===== src/hdl/bgd_pkg.sv =====
package bgd_pkg;

	// Field widths of the block.
	localparam int unsigned TimeW  = 16;
	localparam int unsigned DebW   = 8;
	localparam int unsigned CodeW  = 4;
	localparam int unsigned KindW  = 2;
	localparam int unsigned CountW = 2;
	localparam int unsigned IdxW   = 3;
	localparam int unsigned DataW  = 16;

	typedef logic [KindW-1:0]  kind_t;
	typedef logic [CodeW-1:0]  code_t;
	typedef logic [TimeW-1:0]  tick_t;
	typedef logic [DebW-1:0]   deb_t;
	typedef logic [CountW-1:0] count_t;
	typedef logic [IdxW-1:0]   idx_t;

	// Trigger kinds.
	localparam kind_t KIND_NONE   = 2'd0;
	localparam kind_t KIND_CLICK  = 2'd1;
	localparam kind_t KIND_DOUBLE = 2'd2;
	localparam kind_t KIND_LONG   = 2'd3;

	// Register indexes.
	localparam idx_t REG_DCT    = 3'd0;
	localparam idx_t REG_LPT    = 3'd1;
	localparam idx_t REG_DEB    = 3'd2;
	localparam idx_t REG_CLICK  = 3'd3;
	localparam idx_t REG_DOUBLE = 3'd4;
	localparam idx_t REG_LONG   = 3'd5;

	// Register reset values.
	localparam tick_t RST_DCT = 16'd3000;
	localparam tick_t RST_LPT = 16'd6000;
	localparam deb_t  RST_DEB = 8'd20;

	// Click count values.
	localparam count_t CNT_NONE = 2'd0;
	localparam count_t CNT_ONE  = 2'd1;
	localparam count_t CNT_TWO  = 2'd2;

endpackage


===== src/hdl/button_gesture_detector_top.sv =====
// Push-button gesture classifier. Each accepted item is one sample of an
// active-low button (pin_level 0 means pressed), and each sample yields exactly
// one result item: a trigger kind (none, click, double click, long press) and
// the event code configured for it. The whole step is done in the cycle the
// sample is accepted and lands in an output register, so one sample is taken
// every clock cycle as long as the output side keeps taking results. The
// registers are written through cfg_wr_en, cfg_index and cfg_data; the user
// must do so only while no result is pending; the block does not enforce it.
module button_gesture_detector_top (
	input  logic                   clk,
	input  logic                   arst_n,
	input  logic                   in_valid,
	output logic                   in_ready,
	input  logic                   pin_level,
	output logic                   out_valid,
	input  logic                   out_ready,
	output bgd_pkg::kind_t         trigger_kind,
	output bgd_pkg::code_t         event_code,
	input  logic                   cfg_wr_en,
	input  bgd_pkg::idx_t          cfg_index,
	input  logic [bgd_pkg::DataW-1:0] cfg_data
);
	import bgd_pkg::*;

	// Configuration registers.
	tick_t  dct_q, lpt_q;
	deb_t   deb_ticks_q;
	code_t  click_ev_q, double_ev_q, long_ev_q;

	// Gesture state.
	tick_t  timer_q;
	deb_t   deb_cnt_q;
	logic   stable_q;
	count_t clicks_q;

	// Result register.
	logic   out_valid_q;
	kind_t  kind_q;
	code_t  code_q;

	// Next-state values of one step.
	tick_t  timer_d;
	deb_t   deb_cnt_d;
	logic   stable_d;
	count_t clicks_d;
	kind_t  kind_d;
	code_t  code_d;
	logic   done;
	logic   accept;
	tick_t  timer_inc;

	assign in_ready  = !out_valid_q || out_ready;
	assign accept    = in_valid && in_ready;
	assign timer_inc = timer_q + tick_t'(1);

	// Configuration writes; indexes beyond the list are ignored.
	always_ff @(posedge clk or negedge arst_n) begin
		if (!arst_n) begin
			dct_q       <= RST_DCT;
			lpt_q       <= RST_LPT;
			deb_ticks_q <= RST_DEB;
			click_ev_q  <= '0;
			double_ev_q <= '0;
			long_ev_q   <= '0;
		end else if (cfg_wr_en) begin
			unique case (cfg_index)
				REG_DCT:    dct_q       <= cfg_data;
				REG_LPT:    lpt_q       <= cfg_data;
				REG_DEB:    deb_ticks_q <= cfg_data[DebW-1:0];
				REG_CLICK:  click_ev_q  <= cfg_data[CodeW-1:0];
				REG_DOUBLE: double_ev_q <= cfg_data[CodeW-1:0];
				REG_LONG:   long_ev_q   <= cfg_data[CodeW-1:0];
				default: ;
			endcase
		end
	end

	// One step: timer, then debounce, then edge handling.
	always_comb begin
		timer_d   = timer_q;
		deb_cnt_d = deb_cnt_q;
		stable_d  = stable_q;
		clicks_d  = clicks_q;
		kind_d    = KIND_NONE;
		done      = 1'b0;

		// The gesture timer runs until the long-press timeout.
		if (timer_q < lpt_q) begin
			timer_d = timer_inc;
			if (timer_inc == dct_q && stable_q && clicks_q == CNT_ONE) begin
				kind_d   = KIND_CLICK;
				timer_d  = lpt_q;
				clicks_d = CNT_NONE;
				done     = 1'b1;
			end else if (timer_inc == lpt_q) begin
				timer_d  = lpt_q;
				clicks_d = CNT_NONE;
				if (!stable_q && clicks_q == CNT_ONE) begin
					kind_d = KIND_LONG;
					done   = 1'b1;
				end
			end
		end

		// Debounce window swallows the sample.
		if (!done) begin
			if (deb_cnt_q < deb_ticks_q) begin
				deb_cnt_d = deb_cnt_q + deb_t'(1);
			end else if (!pin_level && stable_q) begin
				// Press edge.
				stable_d  = 1'b0;
				deb_cnt_d = '0;
				if (clicks_d == CNT_NONE) begin
					timer_d = '0;
				end
				if (clicks_d != CNT_TWO) begin
					clicks_d = clicks_d + count_t'(1);
				end
			end else if (pin_level && !stable_q) begin
				// Release edge.
				stable_d  = 1'b1;
				deb_cnt_d = '0;
				if (clicks_d == CNT_ONE && (double_ev_q == '0 ||
						(timer_d >= dct_q && timer_d < lpt_q))) begin
					kind_d   = KIND_CLICK;
					timer_d  = lpt_q;
					clicks_d = CNT_NONE;
				end else if (clicks_d == CNT_TWO) begin
					kind_d   = KIND_DOUBLE;
					timer_d  = lpt_q;
					clicks_d = CNT_NONE;
				end
			end
		end

		// Map the trigger to its event code.
		unique case (kind_d)
			KIND_NONE:   code_d = '0;
			KIND_CLICK:  code_d = click_ev_q;
			KIND_DOUBLE: code_d = double_ev_q;
			KIND_LONG:   code_d = long_ev_q;
		endcase
	end

	// State update on each accepted item.
	always_ff @(posedge clk or negedge arst_n) begin
		if (!arst_n) begin
			timer_q   <= RST_LPT;
			deb_cnt_q <= RST_DEB;
			stable_q  <= 1'b1;
			clicks_q  <= CNT_NONE;
		end else if (accept) begin
			timer_q   <= timer_d;
			deb_cnt_q <= deb_cnt_d;
			stable_q  <= stable_d;
			clicks_q  <= clicks_d;
		end
	end

	// Output register.
	always_ff @(posedge clk or negedge arst_n) begin
		if (!arst_n) begin
			out_valid_q <= 1'b0;
		end else if (accept) begin
			out_valid_q <= 1'b1;
		end else if (out_ready) begin
			out_valid_q <= 1'b0;
		end
	end

	always_ff @(posedge clk) begin
		if (accept) begin
			kind_q <= kind_d;
			code_q <= code_d;
		end
	end

	assign out_valid    = out_valid_q;
	assign trigger_kind = kind_q;
	assign event_code   = code_q;

	// The click count saturates at two.
	assert property (@(posedge clk) disable iff (!arst_n) clicks_q != 2'd3)
		else $error("click count out of range");

	// No result reports a code without a trigger.
	assert property (@(posedge clk) disable iff (!arst_n)
		out_valid && trigger_kind == KIND_NONE |-> event_code == '0)
		else $error("event code without trigger");

	// A pending result that is not taken blocks the input side.
	assert property (@(posedge clk) disable iff (!arst_n)
		out_valid && !out_ready |-> !in_ready)
		else $error("input accepted over a pending result");

	// An accepted sample always yields a result in the next cycle.
	assert property (@(posedge clk) disable iff (!arst_n)
		in_valid && in_ready |=> out_valid)
		else $error("accepted item produced no result");

endmodule


===== config.mk =====
export PLATFORM = sky130hd
export DESIGN_NAME = button_gesture_detector_top
export DESIGN_NICKNAME = d
export VERILOG_FILES = /design/src/hdl/bgd_pkg.sv /design/src/hdl/button_gesture_detector_top.sv
export SDC_FILE = /design/constraint.sdc
export NUM_CORES = 1
export LEC_CHECK = 0
export BUFFER_PORTS_ARGS = -buffer_cell sky130_fd_sc_hd__clkbuf_2
export CORE_MARGIN = 5
export CORE_UTILIZATION = 37
export DETAILED_ROUTE_END_ITERATION = 8
export HOLD_SLACK_MARGIN = 0.02
export PLACE_DENSITY = 0.57
export RECOVER_POWER = 50
export SKIP_LAST_GASP = 1
export SYNTH_ARGS = -nofsm -noshare
export SYNTH_HDL_FRONTEND = slang
export SYNTH_SLANG_ARGS = --single-unit
export TNS_END_PERCENT = 1

===== constraint.sdc =====
create_clock -name clk -period 12.3 [get_ports clk]
set_input_delay 1.23 -clock clk [delete_from_list [all_inputs] [get_ports clk]]
set_output_delay 1.23 -clock clk [all_outputs]
set_load 0.005 [all_outputs]

==> results of run 1 <==
==> power groups by stage <==
| stage | Clock (mW) | Combinational [mW] | Sequential (mW) |
|---|---|---|---|
| after floorplan | 0 | 0.557 | 0.424 |
| after global placement | 0 | 0.667 | 0.499 |
| after detailed placement | 0 | 0.667 | 0.499 |
| after CTS | 0.279 | 0.672 | 0.495 |
| after global routing | 0.289 | 0.755 | 0.512 |
| final | 0.269 | 0.674 | 0.500 |
==> worst max path at each step <==
stage / from / endpoint / cells past startpoint
after floorplan: timer_q[1]$_DFFE_PN0P_ / timer_q[11]$_DFFE_PN0P_ / 26
after global placement: timer_q[0]$_DFFE_PN0P_ / timer_q[2]$_DFFE_PN0P_ / 23
after detailed placement: timer_q[0]$_DFFE_PN0P_ / timer_q[2]$_DFFE_PN0P_ / 23
after CTS: timer_q[0]$_DFFE_PN0P_ / timer_q[2]$_DFFE_PN0P_ / 23
after global routing: timer_q[0]$_DFFE_PN0P_ / timer_q[2]$_DFFE_PN0P_ / 23
final: timer_q[0]$_DFFE_PN0P_ / timer_q[2]$_DFFE_PN0P_ / 23
==> synthesized netlist by cell type (11+ instances only) <==
| cell type | number |
|---|---|
| sky130_fd_sc_hd__ha_1 | 62 |
| sky130_fd_sc_hd__nor2_1 | 27 |
| sky130_fd_sc_hd__xnor2_1 | 29 |
| sky130_fd_sc_hd__clkbuf_1 | 16 |
| sky130_fd_sc_hd__nor3_1 | 15 |
| sky130_fd_sc_hd__nand2_1 | 95 |
| sky130_fd_sc_hd__dfrtp_1 | 54 |
| sky130_fd_sc_hd__o21ai_0 | 66 |
| sky130_fd_sc_hd__dfstp_2 | 26 |
| sky130_fd_sc_hd__xor2_1 | 11 |
| sky130_fd_sc_hd__inv_1 | 67 |
| sky130_fd_sc_hd__mux2_2 | 14 |
| sky130_fd_sc_hd__nand3_1 | 15 |
| sky130_fd_sc_hd__a21oi_1 | 31 |
| sky130_fd_sc_hd__nand4_1 | 13 |
==> worst min-delay path: stages, from the launching register on <==
cell and delay, ns:
sky130_fd_sc_hd__dfstp_2 0.36, sky130_fd_sc_hd__inv_1 0.06, sky130_fd_sc_hd__o21ai_0 0.08
==> per-stage QoR <==
| stage | worst slack [ns] | util | hold slack (ns) |
|---|---|---|---|
| detailed placement | 5.75 | 0.396 | 0.496 |
| global placement | 5.76 | 0.396 | 0.490 |
| CTS | 5.73 | 0.411 | 0.512 |
| global route | 5.17 | 0.409 | 0.528 |
| finish | 5.60 | 0.409 | 0.506 |
| floorplan | 7.00 | - | 0.478 |
==> registers in the layout (all words and copies together), names as in the netlist, 2 cells and up <==
signal,cells
double_ev_q,4
timer_q,16
dct_q,16
clicks_q,2
event_code,4
deb_cnt_q,8
click_ev_q,4
deb_ticks_q,8
trigger_kind,2
long_ev_q,4
lpt_q,16
==> layout make-up <==
cell class | count | area (um2) | share of cell area
Timing Repair Buffer | 39 | 194 | 0.0263
Clock buffer | 9 | 225 | 0.0306
Clock inverter | 7 | 53.8 | 0.00731
Tap cell | 229 | 287 | 0.0389
Multi-Input combinational cell | 557 | 4140 | 0.562
Sequential cell | 86 | 2210 | 0.301
Inverter | 67 | 251 | 0.0341
==> logic make-up (layout without fill, tap and decap cells) <==
logic type | count (synthesis) | in the layout | synth area share
xor gates and xnor gates | 41 | 41 | 0.0549
muxes | 25 | 25 | 0.0396
adders and majority gates | 62 | 62 | 0.114
and+or+nand+nor | 236 | 236 | 0.191
AOI/OAI and AO/OA | 193 | 193 | 0.206
DFF | 86 | 86 | 0.325
buffers and inverters | 105 | 122 | 0.0690
==> per-layer routing <==
layer,global-route usage,vias to the layer above
met5,0,-
met4,0.0462,0
met3,0.0308,27
met2,0.286,150
met1,0.258,2722
li1,-,2726
==> summary.md, run 1 <==
| Metric | Value |
|---|---|
| Detailed placer's ending HPWL | `14300 um` |
| MaxCap Viol Count | `3` |
| Ys Warns | `0` |
| Wire length of the first global-routing pass | `30900 um` |
| Row count | `49` |
| Clock transition time at the flip-flop clock pins of the worst setup and hold paths | `0.07 ns` |
| Die Area | `0.0212 mm2` |
| Post-CTS setup repair buffer count | `0` |
| Required time at the endpoint of the critical path | `12.50 ns` |
| Net count of the finished layout | `847` |
| Total count of max-transition violations in the final report | `116` |
| Fin crit share | `0.545` |
| Number of stages on the worst hold path | `2` |
| Count of buffering cells on the critical path with inverters included | `2` |
| Clock root buffer | `sky130_fd_sc_hd__clkbuf_16` |
| Initial core utilization | `0.378` |
| Post-route antenna net violation count | `0` |
| Cell area power density | `196 mW/mm2` |
| Pwr Total | `1.44 mW` |
| Internal | `0.797 mW` |
| Total wire length | `19200 um` |
| Max VDD drop | `0.0964 mV` |
| Number of enable flip-flop cells after synthesis | `6` |
| Initial antenna violation count | `0` |
| Max Root-Sink Buffers | `2` |
| FF-to-FF path depth | `23` |
| CTS tree | `yes` |
| Terminating pin of the worst hold path | `deb_ticks_q[4]$_DFFE_PN1P_` |
| Met1 Routed Length | `9020 um` |
| Cell taking the most area after synthesis | `sky130_fd_sc_hd__dfrtp_1` |
| Sinks on the clock net | `86` |
| Failing checks | `capacitance limit, slew limit` |
| Chip Height | `146 um` |
| Cells traversed along the worst timing path | `ha_1, and3_4, and4_1, xnor2_1, nor4b_2, o211ai_2, nor3_4, or2_1, o21ai_0, a2bb2oi_1, inv_1, ha_1, nand4_1, nor2_1, a211oi_1, o31ai_1, a211oi_1, nand4_1, o31ai_4, nor3_2, o31ai_2, buf_4, o221ai_1` |
| Most frequent standard cell in the layout excluding fill and tap cells | `sky130_fd_sc_hd__nand2_1` |
| Nature of the critical path startpoint | `flop` |
| Net switching component of the power | `0.646 mW` |
| Count of vias placed by the detailed router | `5625` |
| Crit Path Category | `flop to flop` |
| Signal arrival time at the worst endpoint | `6.90 ns` |
| Maximum net fanout on the critical path | `14` |
| Top layer in use | `met4` |
| Core area | `0.0180 mm2` |
| Instance area after placement | `0.00713 mm2` |
| Number of iterations in the first detailed-routing pass | `5` |
| Number of top-level design ports | `33` |
| Largest net degree at the start of global routing | `55` |
| Top post-synthesis cells by area | `sky130_fd_sc_hd__dfrtp_1, sky130_fd_sc_hd__ha_1, sky130_fd_sc_hd__dfstp_2, sky130_fd_sc_hd__nand2_1, sky130_fd_sc_hd__o21ai_0` |
| Sequential share of the synthesized area | `0.325` |
| Actual transition at the worst max-transition pin | `3.09 ns` |
| Post-synthesis instance total | `748` |
| DR WL/cell | `19.3 um` |
| Clock Latency Late Sink | `0.36 ns` |
| Post-synthesis sequential element count | `86` |
| Vias per inst | `5.66` |
| Post-layout min period | `6.70 ns` |
| Overall overflow remaining after global route | `0` |
| Synth Net Count | `835` |
| Layout cell share with drive strength beyond 1 | `0.167` |
| Hold Vio Cnt, Final | `0` |
| Maximum clock skew at final layout | `0.00619 ns` |
| Post-Layout Inst Area | `0.00736 mm2` |
| Post-synth top flop | `sky130_fd_sc_hd__dfrtp_1` |
| Die width | `146 um` |
| Count of instances resized after the clock tree is built | `0` |
| Leakage power summed over all cells | `3.16 nW` |
| Hold Crit Start | `deb_ticks_q[4]$_DFFE_PN1P_` |
| Share of total power in sequential cells | `0.346` |
| Post-CTS Hold Buffers | `0` |
| Num CTS Buffers | `9` |
| Slew headroom | `-1.06` |
| Most frequent cells in the layout | `sky130_fd_sc_hd__nand2_1, sky130_fd_sc_hd__inv_1, sky130_fd_sc_hd__o21ai_0, sky130_fd_sc_hd__ha_1, sky130_fd_sc_hd__dfrtp_1` |
| Overall routing resource usage | `0.181` |
| Number of global-route vias before repair | `5412` |
| Reg-to-reg endpoint | `timer_q[2]$_DFFE_PN0P_` |
| Slowest stage delay, CP | `0.59 ns` |
| Count of inserted antenna diode cells | `0` |
| Count of placed standard cells in the final layout, fillers left out | `994` |
| R2r setup slk | `5.60 ns` |
| Global placer's final weighted congestion | `0.940` |
| Fmax | `0.149 GHz` |
| Per-instance average area after synthesis | `9.11 um2` |
| Count of buffers inserted at the top-level ports | `32` |
| Switching fraction of total power | `0.448` |
| Cell count after placement | `978` |
| Initial DRC count | `517` |
| Classification of the worst-slack hold path | `flop to flop` |
| Proportion of register bits with asynchronous set or reset after synthesis | `0.930` |
| Kind of end point of the critical path | `flop` |
| Length of routed met2 wiring | `8750 um` |
| DRC viols | `0` |
| Clock Power Share | `0.187` |
| Synth cell types | `84` |
| CTS HTree Levels | `3` |
| Setup repair after global routing missed its margin | `no` |
| Crit-path slowest cell | `sky130_fd_sc_hd__dfrtp_1` |
| Post-synth design cell area | `0.00682 mm2` |
| Share of power burned in combinational logic | `0.467` |
| Layout overhead on the synthesized area | `8.04%` |
| Post-route setup TNS | `0 ns` |
| Final setup violation count | `0` |
| Share of the synthesized area in the top cell type | `0.198` |
| Routed wire length on met3 | `1090 um` |
| RR Startpoint | `timer_q[0]$_DFFE_PN0P_` |
| Fillers | `1837` |
| Run status | `finished, violations left` |
| Cell family with the largest share of critical-path delay | `simple AND/OR/NAND/NOR gates` |
Power figures use the tool's default switching activity.
==> run 2: changes to the inputs <==
--- a/config.mk
+++ b/config.mk
@@ -10,7 +10,7 @@
 export CORE_UTILIZATION = 37
 export DETAILED_ROUTE_END_ITERATION = 8
 export HOLD_SLACK_MARGIN = 0.02
-export PLACE_DENSITY = 0.57
+export PLACE_DENSITY = 0.59
 export RECOVER_POWER = 50
 export SKIP_LAST_GASP = 1
 export SYNTH_ARGS = -nofsm -noshare
==> constraint.sdc (replaced) <==
create_clock -name clk -period 5.9 [get_ports clk]
set_input_delay 0.59 -clock clk [delete_from_list [all_inputs] [get_ports clk]]
set_output_delay 0.59 -clock clk [all_outputs]
set_load 0.005 [all_outputs]
==> run 2 against run 1 <==
Against the previous run: the run still ends with capacitance limit, slew limit left; first-iteration DRC count decreased by 11%; wire length shrank 0.95%; sequential share of layout area is 0.92 points lower; core utilization is 1.5 points higher; global-route usage decreased by 0.39 points; largest power group unchanged.
==> summary.md, run 2 (synthesized netlist as in run 1, its figures left out) <==
| Metric | Value |
|---|---|
| Run status | `finished, violations left` |
| Failing checks | `capacitance limit, slew limit` |
| Maximum net fanout on the critical path | `9` |
| CTS tree | `yes` |
| Fmax | `0.177 GHz` |
| Post-Layout Inst Area | `0.00763 mm2` |
| Final setup violation count | `0` |
| Post-route antenna net violation count | `0` |
| Row count | `49` |
| Total count of max-transition violations in the final report | `116` |
| Overall overflow remaining after global route | `0` |
| Max VDD drop | `0.272 mV` |
| Count of buffers inserted at the top-level ports | `32` |
| Initial antenna violation count | `0` |
| Initial core utilization | `0.378` |
| Chip Height | `146 um` |
| Maximum clock skew at final layout | `0.00783 ns` |
| DRC viols | `0` |
| Slowest stage delay, CP | `0.65 ns` |
| CTS HTree Levels | `3` |
| Cell count after placement | `995` |
| Kind of end point of the critical path | `flop` |
| MaxCap Viol Count | `3` |
| Top Registers | `dct_q x16, lpt_q x16, timer_q x16` |
| Number of iterations in the first detailed-routing pass | `8` |
| Max Root-Sink Buffers | `2` |
| Die Area | `0.0212 mm2` |
| Post-CTS Hold Buffers | `0` |
| DR WL/cell | `18.7 um` |
| R2r setup slk | `0.27 ns` |
| Detailed placer's ending HPWL | `14400 um` |
| Layout overhead on the synthesized area | `11.9%` |
| Fin crit share | `0.955` |
| Overall routing resource usage | `0.177` |
| Nature of the critical path startpoint | `flop` |
| Setup repair after global routing missed its margin | `yes` |
| Net count of the finished layout | `870` |
| Classification of the worst-slack hold path | `input port to flop` |
| Clock Latency Late Sink | `0.36 ns` |
| Core area | `0.0180 mm2` |
| Most frequent standard cell in the layout excluding fill and tap cells | `sky130_fd_sc_hd__nand2_1` |
| Most frequent cells in the layout | `sky130_fd_sc_hd__nand2_1, sky130_fd_sc_hd__inv_1, sky130_fd_sc_hd__o21ai_0, sky130_fd_sc_hd__ha_1, sky130_fd_sc_hd__dfrtp_1` |
| Clock transition time at the flip-flop clock pins of the worst setup and hold paths | `0.07 ns` |
| Vias per inst | `5.58` |
| Actual transition at the worst max-transition pin | `2.95 ns` |
| Post-layout min period | `5.63 ns` |
| Largest net degree at the start of global routing | `54` |
| Count of buffering cells on the critical path with inverters included | `2` |
| Cells traversed along the worst timing path | `and4_2, nand4_1, xnor2_1, nor4b_2, o211ai_2, nor3_4, nor2_2, mux2i_1, a2bb2oi_1, inv_1, ha_1, a21o_1, a21oi_1, a211oi_1, o31ai_1, a211oi_2, nand4_1, o31ai_4, nor3_2, o31ai_2, buf_4, o221ai_1` |
| Die width | `146 um` |
| Initial DRC count | `461` |
| Num CTS Buffers | `9` |
| Signal arrival time at the worst endpoint | `5.85 ns` |
| Required time at the endpoint of the critical path | `6.11 ns` |
| Clock root buffer | `sky130_fd_sc_hd__clkbuf_16` |
| Count of inserted antenna diode cells | `0` |
| Cell family with the largest share of critical-path delay | `compound AO/OA/AOI/OAI gates` |
| Total wire length | `19000 um` |
| Hold Vio Cnt, Final | `0` |
| Count of placed standard cells in the final layout, fillers left out | `1017` |
| Number of global-route vias before repair | `5524` |
| Layout Utilization | `0.423` |
| Crit-path slowest cell | `sky130_fd_sc_hd__dfstp_2` |
| Crit Path Category | `flop to flop` |
| Leakage power summed over all cells | `3.30 nW` |
| Count of vias placed by the detailed router | `5670` |
| Cell repeated most along the worst path | `sky130_fd_sc_hd__nand4_1` |
| Layout cell share with drive strength beyond 1 | `0.204` |
| Post-route setup TNS | `0 ns` |
| Pwr Total | `3.15 mW` |
| Wire length of the first global-routing pass | `30200 um` |
| Instance area after placement | `0.00726 mm2` |
| Slew headroom | `-0.966` |
| Cell area power density | `413 mW/mm2` |
| Sinks on the clock net | `86` |
| Global placer's final weighted congestion | `0.889` |
| Fillers | `1789` |
| Number of top-level design ports | `33` |
run 2: through the flow:
stage | setup WS, ns | hold WS (ns)
3_3_place_gp | 0.149 | 0.493
6_report | 0.265 | 0.430
3_5_place_dp | 0.0429 | 0.501
4_1_cts | 0.0191 | 0.164
2_1_floorplan | 0.597 | 0.294
5_1_grt | -0.0235 | 0.429
run 2: where the power goes:
group	internal, mW	switching (mW)	total [mW]
logic	0.637	0.878	1.52
registers	0.786	0.212	0.997
clock network	0.375	0.262	0.637
run 2: cell type report:
| type | count | area, um2 | share of cell area |
|---|---|---|---|
| Timing Repair Buffer | 61 | 360 | 0.0473 |
| Inverter | 67 | 251 | 0.0330 |
| Multi-Input combinational cell | 558 | 4180 | 0.548 |
| Clock buffer | 10 | 229 | 0.0300 |
| Clock inverter | 6 | 93.8 | 0.0123 |
| Sequential cell | 86 | 2220 | 0.292 |
| Tap cell | 229 | 287 | 0.0376 |
run 2: timing repair:
item | 4_1_cts | 5_1_grt
gates resized for setup | 0 | 13
buffers inserted | 0 | 5
setup endpoints to repair | 0 | 22
run 2: routing by layer:
| layer | part of all wire | GRT usage | wire, um | up-vias |
|---|---|---|---|---|
| met4 | 0.019 | 0.0527 | 370 | 0 |
| li1 | - | - | - | 2777 |
| met2 | 0.46 | 0.288 | 8770 | 168 |
| met1 | 0.47 | 0.246 | 8850 | 2696 |
| met3 | 0.052 | 0.0243 | 985 | 29 |
| met5 | 0 | 0 | 0 | - |
run 2: final timing paths:
path / from / end / cells after the start
worst max-delay path: timer_q[6]$_DFFE_PN1P_ / timer_q[3]$_DFFE_PN0P_ / 22
worst min-delay path: in_valid / out_valid$_DFFE_PN0P_ / 2
worst max register to register: timer_q[6]$_DFFE_PN1P_ / timer_q[3]$_DFFE_PN0P_ / 22
worst min register to register: deb_ticks_q[2]$_DFFE_PN1P_ / deb_ticks_q[2]$_DFFE_PN1P_ / 2
max in group asynchronous: arst_n / timer_q[11]$_DFFE_PN0P_ / 2
min in group asynchronous: arst_n / deb_ticks_q[1]$_DFFE_PN0P_ / 1
==> run 3: changes to the inputs <==
--- a/config.mk
+++ b/config.mk
@@ -6,11 +6,14 @@
 export NUM_CORES = 1
 export LEC_CHECK = 0
 export BUFFER_PORTS_ARGS = -buffer_cell sky130_fd_sc_hd__clkbuf_2
+export CELL_PAD_IN_SITES_DETAIL_PLACEMENT = 2
+export CELL_PAD_IN_SITES_GLOBAL_PLACEMENT = 2
+export CORE_ASPECT_RATIO = 2
 export CORE_MARGIN = 5
-export CORE_UTILIZATION = 37
+export CORE_UTILIZATION = 36
 export DETAILED_ROUTE_END_ITERATION = 8
 export HOLD_SLACK_MARGIN = 0.02
-export PLACE_DENSITY = 0.59
+export PLACE_DENSITY = 0.81
 export RECOVER_POWER = 50
 export SKIP_LAST_GASP = 1
 export SYNTH_ARGS = -nofsm -noshare
==> run 3 against run 2 <==
Against the previous run: sequential share of layout area shrank 2.7 points; power increased by 26%; critical path depth increased by 4; the run ends with capacitance limit, slew limit, setup timing left; via count increased by 18%; wire length up 70%; critical path type unchanged.
==> summary.md, run 3 (synthesized netlist as in run 1, its figures left out) <==
| Metric | Value |
|---|---|
| Run status | `finished, violations left` |
| Required time at the endpoint of the critical path | `6.14 ns` |
| Count of vias placed by the detailed router | `6717` |
| Detailed placer's ending HPWL | `21400 um` |
| Layout overhead on the synthesized area | `23.2%` |
| Die width | `107 um` |
| Number of global-route vias before repair | `7337` |
| Top Registers | `dct_q x16, lpt_q x16, timer_q x16` |
| Classification of the worst-slack hold path | `input port to flop` |
| MaxCap Viol Count | `1` |
| Wire length of the first global-routing pass | `43100 um` |
| Layout cell share with drive strength beyond 1 | `0.290` |
| CTS tree | `yes` |
| Instance area after placement | `0.00750 mm2` |
| Post-layout min period | `6.04 ns` |
| Count of placed standard cells in the final layout, fillers left out | `1085` |
| Max VDD drop | `0.283 mV` |
| Internal | `2.11 mW` |
| Overall routing resource usage | `0.262` |
| Share of total power in sequential cells | `0.260` |
| Actual transition at the worst max-transition pin | `3.38 ns` |
| Kind of end point of the critical path | `flop` |
| Chip Height | `205 um` |
| Slew headroom | `-1.25` |
| Fillers | `1972` |
| Final setup slack of the worst path | `-0.144 ns` |
| Hold Vio Cnt, Final | `0` |
| Clock Latency Late Sink | `0.37 ns` |
| Fmax | `0.165 GHz` |
| Initial core utilization | `0.364` |
| DRC viols | `0` |
| Count of buffers inserted at the top-level ports | `32` |
| Final setup violation count | `17` |
| Cell area power density | `471 mW/mm2` |
| Most frequent standard cell in the layout excluding fill and tap cells | `sky130_fd_sc_hd__nand2_1` |
| Vias per inst | `6.19` |
| Fin crit share | `1.02` |
| Most frequent cells in the layout | `sky130_fd_sc_hd__nand2_1, sky130_fd_sc_hd__inv_1, sky130_fd_sc_hd__o21ai_0, sky130_fd_sc_hd__ha_1, sky130_fd_sc_hd__buf_4` |
| Max Root-Sink Buffers | `2` |
| Clock Power Share | `0.184` |
| Crit Path Category | `flop to flop` |
| Signal arrival time at the worst endpoint | `6.28 ns` |
| Clock root buffer | `sky130_fd_sc_hd__clkbuf_16` |
| Total wire length | `32300 um` |
| Row count | `71` |
| Pwr Total | `3.96 mW` |
| Total count of max-transition violations in the final report | `56` |
| Initial antenna violation count | `0` |
| Nature of the critical path startpoint | `flop` |
| Global placer's final weighted congestion | `1.00` |
| Initial DRC count | `342` |
| Count of inserted antenna diode cells | `0` |
| Maximum clock skew at final layout | `0.00985 ns` |
| Overall overflow remaining after global route | `0` |
| Layout Utilization | `0.448` |
| Clock transition time at the flip-flop clock pins of the worst setup and hold paths | `0.07 ns` |
| Cell count after placement | `1042` |
| Post-route antenna net violation count | `0` |
| Maximum net fanout on the critical path | `8` |
| Largest net degree at the start of global routing | `56` |
| Net switching component of the power | `1.85 mW` |
| Core area | `0.0187 mm2` |
| Number of iterations in the first detailed-routing pass | `7` |
| Leakage power summed over all cells | `3.63 nW` |
| DR WL/cell | `29.7 um` |
| Failing checks | `capacitance limit, slew limit, setup timing` |
| Sinks on the clock net | `86` |
| Post-CTS Hold Buffers | `0` |
| CTS HTree Levels | `3` |
| Num CTS Buffers | `9` |
| Net count of the finished layout | `912` |
| Post-Layout Inst Area | `0.00840 mm2` |
| Number of top-level design ports | `33` |
| Die Area | `0.0220 mm2` |
| Minimum setup slack after placement | `-0.244 ns` |
| Switching fraction of total power | `0.466` |
| Share of power burned in combinational logic | `0.556` |
## run 3: power groups by stage
stage	sequential, mW	clock [mW]	combinational (mW)
2_1_floorplan	0.883	0	1.16
3_3_place_gp	0.991	0	1.64
3_5_place_dp	1.01	0	1.76
4_1_cts	1.01	0.725	1.85
5_1_grt	1.04	0.759	2.33
6_report	1.03	0.728	2.20
## run 3: routing by layer
| metal | GRT usage | share of wire |
|---|---|---|
| met1 | 0.242 | 0.33 |
| met2 | 0.508 | 0.56 |
| met3 | 0.0303 | 0.037 |
| met4 | 0.193 | 0.080 |
| met5 | 0 | 0 |
## run 3: area by class of cell
type,count,area [um2],share of cell area
Inverter,67,251,0.0300
Timing Repair Buffer,104,795,0.0946
Sequential cell,86,2220,0.265
Clock buffer,12,236,0.0282
Clock inverter,4,120,0.0143
Multi-Input combinational cell,557,4450,0.530
Tap cell,255,319,0.0380
## run 3: worst max-delay path: stages (launching register included)
cell	delay [ns]
sky130_fd_sc_hd__dfstp_4	0.66
sky130_fd_sc_hd__buf_4	0.13
sky130_fd_sc_hd__xor2_1	0.11
sky130_fd_sc_hd__a2111oi_1	0.64
sky130_fd_sc_hd__nor3_1	0.15
sky130_fd_sc_hd__nor3_1	0.31
sky130_fd_sc_hd__nand4_2	0.19
sky130_fd_sc_hd__nor2_4	0.21
sky130_fd_sc_hd__nor2_4	0.12
sky130_fd_sc_hd__buf_4	0.18
sky130_fd_sc_hd__mux2i_1	0.22
sky130_fd_sc_hd__o2bb2ai_2	0.17
sky130_fd_sc_hd__inv_1	0.10
sky130_fd_sc_hd__ha_1	0.32
sky130_fd_sc_hd__nand4_1	0.12
sky130_fd_sc_hd__nor2_1	0.07
sky130_fd_sc_hd__a211oi_2	0.22
sky130_fd_sc_hd__buf_4	0.20
sky130_fd_sc_hd__o31ai_2	0.08
sky130_fd_sc_hd__a211oi_2	0.25
sky130_fd_sc_hd__nand4_1	0.20
sky130_fd_sc_hd__o31ai_4	0.37
sky130_fd_sc_hd__nor3_4	0.08
sky130_fd_sc_hd__o31ai_4	0.33
sky130_fd_sc_hd__clkbuf_16	0.24
sky130_fd_sc_hd__buf_12	0.11
sky130_fd_sc_hd__o221ai_2	0.10
## run 3: stage by stage
| step | hold WS [ns] | setup TNS (ns) |
|---|---|---|
| final | 0.432 | -1.64 |
| after global routing | 0.439 | -5.86 |
| after CTS | 0.139 | 0 |
| after detailed placement | 0.496 | -3.45 |
| after global placement | 0.490 | 0 |
| after floorplan | 0.294 | 0 |
## run 3: worst paths after layout
| kind | from | cells past startpoint | slack [ns] | end |
|---|---|---|---|---|
| max reg2reg | timer_q[5]$_DFFE_PN1P_ | 26 | -0.14 | timer_q[7]$_DFFE_PN0P_ |
| max in group asynchronous | arst_n | 2 | 1.23 | timer_q[2]$_DFFE_PN0P_ |
| min reg2reg | click_ev_q[1]$_DFFE_PN0P_ | 1 | 0.51 | click_ev_q[1]$_DFFE_PN0P_ |
| max | timer_q[5]$_DFFE_PN1P_ | 26 | -0.14 | timer_q[7]$_DFFE_PN0P_ |
| min | in_valid | 2 | 0.43 | out_valid$_DFFE_PN0P_ |
| min in group asynchronous | arst_n | 1 | 0.54 | lpt_q[15]$_DFFE_PN0P_ |
## run 3: repair_timing
item / CTS / global route
pin swaps: 0 / 25
buffers inserted: 0 / 27
setup endpoints to repair: 22 / 22
gates resized for setup: 13 / 56
gates cloned: 0 / 1
